## config.mk

```make
export PLATFORM = sky130hd
export DESIGN_NAME = paged_memory_mapper
export DESIGN_NICKNAME = d
export VERILOG_FILES = /design/src/sv/pmm_pkg.sv /design/src/sv/pmm_regs.sv /design/src/sv/pmm_xlate.sv /design/src/sv/paged_memory_mapper.sv
export SDC_FILE = /design/constraint.sdc
export NUM_CORES = 1
export LEC_CHECK = 0
export ABC_CLOCK_PERIOD_IN_PS = 2700
export BUFFER_PORTS_ARGS = -buffer_cell sky130_fd_sc_hd__buf_2
export CAP_MARGIN = 20
export CORE_ASPECT_RATIO = 1.75
export CORE_MARGIN = 2
export CORE_UTILIZATION = 45
export CTS_CLUSTER_SIZE = 14
export DETAILED_ROUTE_END_ITERATION = 16
export GPL_ROUTABILITY_DRIVEN = 0
export PLACE_DENSITY = 0.63
export SYNTH_ARGS = -nofsm -noshare
export SYNTH_HDL_FRONTEND = slang
export SYNTH_HIERARCHICAL = 1
export SYNTH_SLANG_ARGS = --single-unit
```

## constraint.sdc

```tcl
create_clock -name clock -period 2.7 [get_ports clock]
set_clock_uncertainty 0.1 [all_clocks]
set_input_delay 0.81 -clock clock [delete_from_list [all_inputs] [get_ports clock]]
set_output_delay 0.81 -clock clock [all_outputs]
set_load 0.05 [all_outputs]
```

## src/sv/pmm_pkg.sv

```systemverilog
// pmm_pkg: shared types and constants of the paged memory mapper.
// Depends on nothing; used by every module of the block.
package pmm_pkg;

   // Installed RAM size in bytes, default for the top-level parameter.
   localparam int unsigned RAM_BYTES_DEFAULT = 131072;

   // Item modes
   localparam logic [1:0] MODE_CTL_WRITE = 2'd0;
   localparam logic [1:0] MODE_ENT_WRITE = 2'd1;
   localparam logic [1:0] MODE_XLATE     = 2'd2;

   // Targets
   localparam logic [1:0] TGT_RAM  = 2'd0;
   localparam logic [1:0] TGT_ROM  = 2'd1;
   localparam logic [1:0] TGT_CON  = 2'd2;
   localparam logic [1:0] TGT_SDIO = 2'd3;

   // Control byte bits
   localparam int unsigned CTL_ROM_OFF_BIT = 7;
   localparam int unsigned CTL_TBL_SEL_BIT = 6;
   localparam int unsigned CTL_ENABLE_BIT  = 5;
   localparam int unsigned CTL_IGNORE_BIT  = 4;

   // Page entry bits
   localparam int unsigned ENT_PROTECT_BIT = 7;

   // I/O window FF80-FFFF: address bits 15..7 all ones, slot in bits 6..3
   localparam logic [8:0] WINDOW_TAG = 9'h1FF;
   localparam logic [3:0] SLOT_CON   = 4'd10;
   localparam logic [3:0] SLOT_SDIO  = 4'd11;

   localparam logic [2:0] TOP_PAGE   = 3'd7;

   typedef struct packed {
      logic [1:0]  mode;
      logic [7:0]  data_byte;
      logic [15:0] cpu_address;
   } req_item_type;

   typedef struct packed {
      logic [1:0]  target;
      logic [19:0] phys_offset;
      logic        writable;
      logic        beyond_ram;
   } rsp_item_type;

   // State update command from the item stage to the register file
   typedef struct packed {
      logic       ctl_we;
      logic       ent_we;
      logic [7:0] data;
   } wr_cmd_type;

endpackage

```

## src/sv/pmm_regs.sv

```systemverilog
// pmm_regs: control byte and 16-entry page table.
// Depends on pmm_pkg.
module pmm_regs (
   input  logic               clock,
   input  logic               reset,
   input  pmm_pkg::wr_cmd_type wr,
   input  logic [3:0]         entry_index,
   output logic [7:0]         control,
   output logic [7:0]         entry
);
   import pmm_pkg::*;

   logic [7:0] control_ff;
   logic [7:0] table_ff [16];

   always_ff @(posedge clock) begin
      if (reset) begin
         control_ff <= '0;
         for (int i = 0; i < 16; i++) begin
            table_ff[i] <= '0;
         end
      end else begin
         if (wr.ctl_we) begin
            control_ff <= wr.data;
         end
         if (wr.ent_we) begin
            table_ff[control_ff[3:0]] <= wr.data;
         end
      end
   end

   assign control = control_ff;
   assign entry   = table_ff[entry_index];

endmodule

```

## src/sv/pmm_xlate.sv

```systemverilog
// pmm_xlate: combinational address translation for one item.
// Depends on pmm_pkg.
module pmm_xlate #(
   parameter int unsigned RAM_BYTES = pmm_pkg::RAM_BYTES_DEFAULT
) (
   input  logic                  item_valid,
   input  pmm_pkg::req_item_type item,
   input  logic [7:0]            control,
   input  logic [7:0]            entry,
   output logic [3:0]            entry_index,
   output pmm_pkg::rsp_item_type result
);
   import pmm_pkg::*;

   localparam logic [20:0] RamLimit = 21'(RAM_BYTES);

   logic [2:0]  page;
   logic [12:0] in_page;
   logic [3:0]  slot;
   logic        in_window;
   logic [19:0] ram_off;
   logic        ram_wr;

   assign page      = item.cpu_address[15:13];
   assign in_page   = item.cpu_address[12:0];
   assign slot      = item.cpu_address[6:3];
   assign in_window = (item.cpu_address[15:7] == WINDOW_TAG);

   assign entry_index = {control[CTL_TBL_SEL_BIT], page};

   // Block number lands above the 13 in-page bits, so no carry
   always_comb begin
      if (control[CTL_ENABLE_BIT]) begin
         ram_off = {entry[6:0], in_page};
         ram_wr  = !entry[ENT_PROTECT_BIT];
      end else begin
         ram_off = {4'd0, page, in_page};
         ram_wr  = 1'b1;
      end
   end

   always_comb begin
      result = '0;
      if (item_valid && item.mode == MODE_XLATE) begin
         if (in_window && (slot == SLOT_CON || slot == SLOT_SDIO)) begin
            result.target      = (slot == SLOT_CON) ? TGT_CON : TGT_SDIO;
            result.phys_offset = {17'd0, item.cpu_address[2:0]};
            result.writable    = 1'b1;
         end else if (page == TOP_PAGE && !control[CTL_ROM_OFF_BIT]) begin
            result.target      = TGT_ROM;
            result.phys_offset = {7'd0, in_page};
         end else begin
            result.target      = TGT_RAM;
            result.phys_offset = ram_off;
            result.writable    = ram_wr;
            result.beyond_ram  = ({1'b0, ram_off} >= RamLimit);
         end
      end
   end

endmodule

```

## src/sv/paged_memory_mapper.sv

```systemverilog
// paged_memory_mapper: top level of the 8K-page memory mapper.
// Depends on pmm_pkg, pmm_regs and pmm_xlate.
//
// Usage
//   Items enter on req_item and are taken at a clock edge where start is
//   high and busy is low. busy is always low: one item can enter every
//   cycle. mode 0 writes the control byte (dropped when data bit 4 is
//   set), mode 1 writes the page entry the control pointer names, mode 2
//   translates cpu_address into target, phys_offset, writable and
//   beyond_ram. Writes and the unused mode give an all-zero result.
//
//   Every item gives exactly one result on rsp_item, flagged by
//   rsp_strobe for one cycle. The item is captured in the input
//   register, translated against the current control byte and page
//   table, and the result is captured in the output register. State
//   writes land at the end of the translate cycle, so an item sees
//   every write that entered before it. Throughput: one item per cycle.
//
//   The receiver cannot stall; results are never held back.
//   Synchronous reset clears the control byte, all 16 page entries and
//   both valid flags; no result is pending after reset.
module paged_memory_mapper #(
   parameter int unsigned RAM_BYTES = pmm_pkg::RAM_BYTES_DEFAULT
) (
   input  logic                  clock,
   input  logic                  reset,
   input  logic                  start,
   output logic                  busy,
   input  pmm_pkg::req_item_type req_item,
   output logic                  rsp_strobe,
   output pmm_pkg::rsp_item_type rsp_item
);
   import pmm_pkg::*;

   // Input register
   logic         req_valid_ff, req_valid_in;
   req_item_type req_ff, req_in;

   // Output register
   logic         rsp_strobe_ff, rsp_strobe_in;
   rsp_item_type rsp_ff, rsp_in;

   wr_cmd_type   wr;
   logic [7:0]   control;
   logic [7:0]   entry;
   logic [3:0]   entry_index;

   assign busy = 1'b0;

   assign req_valid_in = start && !busy;
   assign req_in       = req_item;

   // Decode the registered item into state writes
   always_comb begin
      wr.data   = req_ff.data_byte;
      wr.ctl_we = req_valid_ff && req_ff.mode == MODE_CTL_WRITE
                  && !req_ff.data_byte[CTL_IGNORE_BIT];
      wr.ent_we = req_valid_ff && req_ff.mode == MODE_ENT_WRITE;
   end

   pmm_regs u_regs (
      .clock       (clock),
      .reset       (reset),
      .wr          (wr),
      .entry_index (entry_index),
      .control     (control),
      .entry       (entry)
   );

   pmm_xlate #(
      .RAM_BYTES (RAM_BYTES)
   ) u_xlate (
      .item_valid  (req_valid_ff),
      .item        (req_ff),
      .control     (control),
      .entry       (entry),
      .entry_index (entry_index),
      .result      (rsp_in)
   );

   assign rsp_strobe_in = req_valid_ff;

   always_ff @(posedge clock) begin
      if (reset) begin
         req_valid_ff  <= 1'b0;
         rsp_strobe_ff <= 1'b0;
      end else begin
         req_valid_ff  <= req_valid_in;
         rsp_strobe_ff <= rsp_strobe_in;
      end
   end

   // Payload registers, no reset needed
   always_ff @(posedge clock) begin
      req_ff <= req_in;
      rsp_ff <= rsp_in;
   end

   assign rsp_strobe = rsp_strobe_ff;
   assign rsp_item   = rsp_ff;

endmodule

```

==> impl_metrics.tcl, run 1 <==
set metrics [dict create \
    portBuffers 53 \
    hpwlAfterDp_mm 12.09 \
    postCtsSetupBuffers 0 \
    crit_path_max_fanout 16 \
    diodes 0 \
    drtIter0Drc 241 \
    die_h_um 175.3 \
    drc 0 \
    leakage_nw 3.390 \
    routed_via_density 5.226 \
    finalNonFillerCells 808 \
    swShare 0.2407 \
    r2r_end "rsp_item[0]$_DFF_P_" \
    path_class "reg -> reg" \
    crit_path_start "req_ff[13]$_DFF_P_" \
    cts_made_buffers 17 \
    drive_gt1_frac 0.2825 \
    syn_nets 538 \
    top_layer "met4" \
    final_nets 600 \
    worstHoldStart "req_ff[1]$_DFF_P_" \
    crit_required_ns 2.88 \
    worstReg2RegStart "req_ff[13]$_DFF_P_" \
    hold_path_depth 1 \
    row_count 62 \
    grt_pass1_vias 4534 \
    areaGrowthSynthToFinish_pct 16.10 \
    clk-insertion-delay-late_ns 0.43 \
    ant_nets 0 \
    p_clk_frac 0.426 \
    cts_buffer_depth 2 \
    crit_path_start_kind "flip-flop" \
    die_w_um 101.9 \
    cts_resized 0 \
    status "complete, no violations" \
    fp.dieArea_sq_um 17860 \
    grt_pass1_wl_mm 25.90 \
    clk_pin_slew_ns 0.08 \
    min_path_type "reg -> reg" \
    slew_violations 0 \
    slew_headroom 0.3824 \
    dr_wl_met3_um 549 \
    drt_first_pass_iters 4 \
    max-vdd-ir-drop_uv 454.6 \
    yosys_warnings 6 \
    wl_mm 17.04 \
    report.final.setup_viol 0 \
    syn-mean-instance-area_sq_um 14.83 \
    arrival_ns 2.51 \
    cap_viol_max_count 0 \
    power_frac_comb 0.046 \
    coreArea_sq_um 16450 \
    fmaxAchievable_mhz 428.4 \
    fin_crit_ns 2.335 \
    m1WireLength_mm 6.075 \
    crit_end "rsp_item[0]$_DFF_P_" \
    synth_area_sq_um 7547 \
    pin_count 55 \
    cts_hold_buffers 0 \
    antenna_found_initial 0 \
    timing.reg2reg.setup_slack_ns 0.37 \
    vias 4223 \
    powerDensity_nw_per_um2 695.6 \
    setup_tns_ns 0 \
    met2_length_mm 9.882 \
    internal_power_w 0.004628 \
    grt_max_degree 36 \
    wl_per_cell_um 21.09 \
    r2r_cells 6 \
    syn-instance-count 509 \
    overflow 0 \
    clock-sinks 187 \
    grtUsageTotal 0.2021 \
    p_seq_frac 0.529 \
    finalHoldViolations 0 \
    cts-root-buf "clkbuf_16" \
    placed_cells 776 \
    cts_max_level 4 \
    worst_pin_slew_ns 0.9188 \
    cts_tree "yes" \
    switching_power_w 0.001467 \
    initial_core_util 0.4589 \
    rsz0062_at_grt "no" \
    final.period_utilization 0.8646 \
    crit_path_end_kind "flip-flop" \
]
==> cell usage in the layout, fill, tap and decap left out, drive strengths merged, types with 4 or more instances in the layout <==
cell type	count
mux4	32
inv	9
nor2	21
clkbuf	17
and3	9
clkinv	5
mux2i	11
buf	73
nor2b	4
nor3	12
nand3	6
edfxtp	128
a22oi	16
dfxtp	59
or2	17
and2	133
nand2	13
==> metal layers <==
layer | vias up | track usage
met3 | 26 | 0.02746
met5 | - | 0
met4 | 0 | 0.08556
met2 | 114 | 0.3865
met1 | 2114 | 0.2139
li1 | 1969 | -
==> power groups by stage <==
stage	sequential (W)	clock [W]	combinational [W]
2_1_floorplan	0.00325	0	0.000188
3_3_place_gp	0.00329	0	0.000276
3_5_place_dp	0.00329	0	0.000277
4_1_cts	0.00322	0.00265	0.000279
5_1_grt	0.00323	0.00277	0.000293
6_report	0.00322	0.00260	0.000277
==> worst max-delay path, stage by stage, from the launching register on <==
cell     delay [ns]
dfxtp_2        0.53
buf_12         0.22
mux4_2         0.54
a22oi_1        0.32
nand2_1        0.13
o31ai_1        0.26
nor3_1         0.07
==> worst min path at each step <==
stage / slack, ns / end
after floorplan: 0.31 / rsp_item[2]$_DFF_P_
after global placement: 0.32 / rsp_item[4]$_DFF_P_
after detailed placement: 0.31 / rsp_item[3]$_DFF_P_
after CTS: 0.33 / rsp_item[3]$_DFF_P_
after global routing: 0.34 / rsp_item[3]$_DFF_P_
final: 0.33 / rsp_item[3]$_DFF_P_
==> sequential cells by signal, summed over array words and instances, names as in the netlist <==
| signal | cells |
|---|---|
| req_ff | 26 |
| u_regs/control | 7 |
| rsp_strobe | 1 |
| req_valid_ff | 1 |
| u_regs/table_ff | 128 |
| rsp_item | 24 |
==> per-stage QoR <==
step | power [W] | hold WS [ns] | instance area (sq um) | utilization | setup WS, ns
after detailed placement | 0.003567 | 0.3137 | 8127 | 0.4941 | 0.2642
after floorplan | 0.003438 | 0.3057 | 7547 | - | 0.3780
after CTS | 0.006152 | 0.3332 | 8762 | 0.5328 | 0.4187
final | 0.006095 | 0.3288 | 8762 | 0.5328 | 0.3655
after global routing | 0.006298 | 0.3361 | 8762 | 0.5328 | 0.2636
after global placement | 0.003561 | 0.3186 | 8127 | 0.4941 | 0.3045
==> layout make-up <==
type	count	area [sq um]
fill	1388	7684
multi-input combinational	292	2380
clock inverter	15	210.2
tap	224	280.3
sequential	187	5026
timing repair buffer	73	440.4
clock buffer	17	425.4
(Power assumes the default switching activity.)
==> run 2: changes to the inputs <==
--- a/config.mk
+++ b/config.mk
@@ -11,10 +11,12 @@
 export CORE_ASPECT_RATIO = 1.75
 export CORE_MARGIN = 2
 export CORE_UTILIZATION = 45
+export CTS_BUF_LIST = sky130_fd_sc_hd__clkbuf_2
 export CTS_CLUSTER_SIZE = 14
 export DETAILED_ROUTE_END_ITERATION = 16
 export GPL_ROUTABILITY_DRIVEN = 0
 export PLACE_DENSITY = 0.63
+export RECOVER_POWER = 25
 export SYNTH_ARGS = -nofsm -noshare
 export SYNTH_HDL_FRONTEND = slang
 export SYNTH_HIERARCHICAL = 1
==> run 2 against run 1 <==
Final cell count increased by 3.3%. First-iteration DRC count increased by 32%. Sequential share of layout area increased by 0.91 points. Routed wire length increased by 0.38%. Worst setup slack got worse by 0.018 ns. Clock power decreased by 40%. Via count increased by 3.2%. Largest power group unchanged.
==> impl_metrics.tcl, run 2 (same netlist as run 1, synthesis figures left out) <==
set metrics [dict create \
    status "complete, no violations" \
    multi_input_area_sq_um 2364 \
    crit_slowest_cell "dfxtp_1" \
    antenna_found_initial 1 \
    busiest_layer "met2" \
    cts_buffer_depth 2 \
    drc 0 \
    path_delay_family "flip-flops" \
    drt_first_pass_iters 4 \
    power_w 0.005093 \
    hold_path_depth 2 \
    gr-usage-met2 0.3832 \
    vias 4358 \
    worstReg2RegStart "req_valid_ff$_SDFF_PP0_" \
    r2r_end "u_regs/table_ff[0][2]$_SDFFCE_PN0P_" \
    fp.dieArea_sq_um 17860 \
    ant_nets 0 \
    finalHoldViolations 0 \
    largest_reg_flops 128 \
    die_h_um 175.3 \
    crit_path_end_kind "output port" \
    crit_required_ns 1.79 \
    initial_core_util 0.4589 \
    slew_violations 0 \
    globalRouteMet3Util 0.03780 \
    arrival_ns 1.44 \
    r2r_cells 4 \
    grt_max_degree 36 \
    crit_path_start_kind "flip-flop" \
    fin_crit_ns 2.353 \
    final.period_utilization 0.8714 \
    cts_made_buffers 17 \
    postCtsSetupBuffers 0 \
    worst_pin_slew_ns 0.9088 \
    wl_per_cell_um 20.48 \
    report.final.setup_viol 0 \
    grt_pass1_wl_mm 26.12 \
    final_nets 626 \
    setup_tns_ns 0 \
    rsz0062_at_grt "no" \
    routed_via_density 5.219 \
    pin_count 55 \
    cap_viol_max_count 0 \
    crit_chain "buf_2" \
    row_count 62 \
    drive_gt1_frac 0.2459 \
    clock-sinks 187 \
    max-vdd-ir-drop_uv 270.5 \
    min_path_type "in -> reg" \
    final_common_cell "edfxtp_1" \
    cts_tree "yes" \
    path_class "reg -> out" \
    crit_buf_inv 1 \
    clk_pin_slew_ns 0.34 \
    coreArea_sq_um 16450 \
    num-fill-cells 1430 \
    fmaxAchievable_mhz 425.0 \
    overflow 0 \
    wl_mm 17.10 \
    drtIter0Drc 317 \
    slew_headroom 0.3891 \
    grt_pass1_vias 4649 \
    cts-root-buf "clkbuf_2" \
    worstHoldStart "start" \
    min_to "req_valid_ff$_SDFF_PP0_" \
    leakage_nw 3.282 \
    hpwlAfterDp_mm 12.09 \
    cts_max_level 4 \
    timing.reg2reg.setup_slack_ns 0.36 \
    crit_path_max_incr_delay_ns 0.40 \
    clk-insertion-delay-late_ns 0.78 \
    met1_usage 0.2157 \
    crit_path_max_fanout 1 \
    die_w_um 101.9 \
    areaGrowthSynthToFinish_pct 14.29 \
    final_cell_mix "edfxtp_1 (128), and2_1 (115), dfxtp_1 (58)" \
    portBuffers 53 \
    grtUsageTotal 0.2040 \
    powerDensity_nw_per_um2 590.5 \
    regMostFlops "u_regs/table_ff" \
    register_area_sq_um 5026 \
]
==> run 2: worst max path at each step <==
stage | from | cells after the start | to | slack [ns]
2_1_floorplan | reset | 4 | u_regs/table_ff[0][0]$_SDFFCE_PN0P_ | 0.38
3_3_place_gp | reset | 4 | u_regs/table_ff[0][1]$_SDFFCE_PN0P_ | 0.30
3_5_place_dp | reset | 4 | u_regs/table_ff[0][4]$_SDFFCE_PN0P_ | 0.26
4_1_cts | rsp_item[2]$_DFF_P_ | 1 | rsp_item[2] | 0.29
5_1_grt | rsp_strobe$_SDFF_PP0_ | 1 | rsp_strobe | 0.20
6_report | rsp_item[23]$_DFF_P_ | 1 | rsp_item[23] | 0.35
==> run 2: area by class of cell <==
type	count	share of cell area
Sequential cell	187	0.5827
Multi-Input combinational cell	292	0.2740
Timing Repair Buffer	99	0.07630
Tap cell	224	0.03249
Clock inverter	15	0.02437
Clock buffer	17	0.009864
Antenna cell	1	0.0002901
==> run 2: timing repair <==
action | CTS | global route
hold buffers | 24 | 2
resized for setup | 0 | 0
endpoints found under the hold margin | 24 | 2
==> run 2: stage by stage <==
step	instance area (sq um)	instances	hold WS (ns)	setup slack, ns	util
floorplan	7547	509	0.3057	0.3780	-
global placement	8127	776	0.3186	0.3045	0.4941
detailed placement	8127	776	0.3137	0.2642	0.4941
CTS	8662	832	0.0005356	0.2906	0.5267
global route	8626	835	0.01703	0.2035	0.5245
finish	8626	835	0.1173	0.3472	0.5245
==> run 2: report_power, final <==
part,switching (W),internal [W]
Combinational,0.000160,0.000144
Clock,0.00113,0.000432
Sequential,0.0000792,0.00315
==> run 2: metal layers <==
metal / vias to the layer above / wire [um]
met5: - / 0
met4: 0 / 535
met3: 28 / 802
met2: 156 / 9836
met1: 2151 / 5928
li1: 2023 / -
==> run 3: changes to the inputs <==
--- a/config.mk
+++ b/config.mk
@@ -15,7 +15,7 @@
 export CTS_CLUSTER_SIZE = 14
 export DETAILED_ROUTE_END_ITERATION = 16
 export GPL_ROUTABILITY_DRIVEN = 0
-export PLACE_DENSITY = 0.63
+export PLACE_DENSITY_LB_ADDON = 0.15
 export RECOVER_POWER = 25
 export SYNTH_ARGS = -nofsm -noshare
 export SYNTH_HDL_FRONTEND = slang
==> run 3 against run 2 <==
Critical path depth grew 3. Count of clock-buffer cells in the layout stayed put. Routed wire length rose by 1.5%. Design area is 0.59% lower. Worst setup slack improved by 0.031 ns. Die area did not move. Non-clock buffer count decreased by 2. Global-route usage about the same.
==> impl_metrics.tcl, run 3 (same netlist as run 1, synthesis figures left out) <==
set metrics [dict create \
    multi_input_area_sq_um 2374 \
    final_nets 624 \
    finalHoldViolations 0 \
    cts_max_level 4 \
    cts_made_buffers 17 \
    cap_viol_max_count 0 \
    die_w_um 101.9 \
    cts_tree "yes" \
    pin_count 55 \
    grt_pass1_wl_mm 25.88 \
    wl_mm 17.35 \
    cts_buffer_depth 2 \
    drive_gt1_frac 0.2467 \
    ant_nets 0 \
    path_class "reg -> reg" \
    worst_pin_slew_ns 0.9797 \
    grtUsageTotal 0.2044 \
    report.final.setup_viol 0 \
    fmaxAchievable_mhz 430.6 \
    max-vdd-ir-drop_uv 317.5 \
    routed_via_density 5.130 \
    final_cell_mix "edfxtp_1 (128), and2_1 (114), dfxtp_1 (58)" \
    slew_violations 0 \
    hpwlAfterDp_mm 11.87 \
    drc 0 \
    rsz0062_at_grt "no" \
    initial_core_util 0.4589 \
    coreArea_sq_um 16450 \
    clk-insertion-delay-late_ns 0.79 \
    register_area_sq_um 5026 \
    grt_max_degree 36 \
    fin_crit_ns 2.322 \
    portBuffers 53 \
    crit_path_start_kind "flip-flop" \
    drt_first_pass_iters 4 \
    powerDensity_nw_per_um2 576.8 \
    dp_slack_ns 0.2060 \
    leakage_nw 3.269 \
    antenna_found_initial 1 \
    crit_path_max_fanout 9 \
    min_path_type "in -> reg" \
    power_w 0.004946 \
    crit_required_ns 3.08 \
    crit_path_end_kind "flip-flop" \
    worst_slack_ns 0.3777 \
    regMostFlops "u_regs/table_ff" \
    vias 4273 \
    clk_pin_slew_ns 0.29 \
    wl_per_cell_um 20.83 \
    drtIter0Drc 295 \
    fp.dieArea_sq_um 17860 \
    num-fill-cells 1459 \
    slew_headroom 0.3469 \
    largest_reg_flops 128 \
    grt_pass1_vias 4489 \
    setup_tns_ns 0 \
    overflow 0 \
    status "complete, no violations" \
    clock-sinks 187 \
    areaGrowthSynthToFinish_pct 13.61 \
    die_h_um 175.3 \
    row_count 62 \
    cts-root-buf "clkbuf_2" \
    final.period_utilization 0.8601 \
    final_common_cell "edfxtp_1" \
    arrival_ns 2.70 \
    postCtsSetupBuffers 0 \
]
[run 3: report_power, final]
part	switching, W	total (W)	leakage [nW]	internal [W]
sequential	0.0000729	0.00322	1.81	0.00315
combinational	0.000169	0.000314	1.31	0.000145
clock	0.00103	0.00141	0.154	0.000379
total	0.00127	0.00495	3.27	0.00367
[run 3: final cells by class]
type                            instances  share of cell area
Tap cell                              224             0.03269
Multi-Input combinational cell        292              0.2768
Clock buffer                           17            0.009923
Antenna cell                            1           0.0002918
Clock inverter                         15             0.01766
Sequential cell                       187              0.5862
Timing Repair Buffer                   97             0.07646
[run 3: path summary, 6_finish.rpt]
check                     start                             endpoint  slack, ns  cells past startpoint
max reg2reg  req_ff[25]$_DFF_P_  u_regs/table_ff[0][6]$_SDFFCE_PN0P_       0.38                      4
max          req_ff[25]$_DFF_P_  u_regs/table_ff[0][6]$_SDFFCE_PN0P_       0.38                      4
min reg2reg   req_ff[2]$_DFF_P_                  rsp_item[4]$_DFF_P_       0.36                      1
min                       start              req_valid_ff$_SDFF_PP0_       0.20                      2
[run 3: repair_timing]
| item | CTS | global route |
|---|---|---|
| gates resized for setup | 0 | 0 |
| endpoints found under the setup margin | 0 | 0 |
| hold buffers | 26 | 0 |
| hold endpoints to repair | 26 | 0 |
[run 3: metrics by stage]
step                area (sq um)    util  hold slack (ns)  std cells
global route                8574  0.5214          0.06591        833
CTS                         8621  0.5242           0.1133        832
floorplan                   7547       -           0.3057        509
detailed placement          8124  0.4940           0.3160        774
finish                      8574  0.5214           0.1988        833
global placement            8124  0.4940           0.3181        774
[run 3: critical path, stage by stage (launching register included)]
cell     delay [ns]
dfxtp_1        0.40
and3b_1        0.40
or4b_4         0.58
nor3_4         0.25
or2_2          0.28
[run 3: per-layer routing]
layer	global-route usage	routed length [um]
met3	0.04536	600
met4	0.1000	727
met2	0.3690	9542
met5	0	0
met1	0.2198	6482
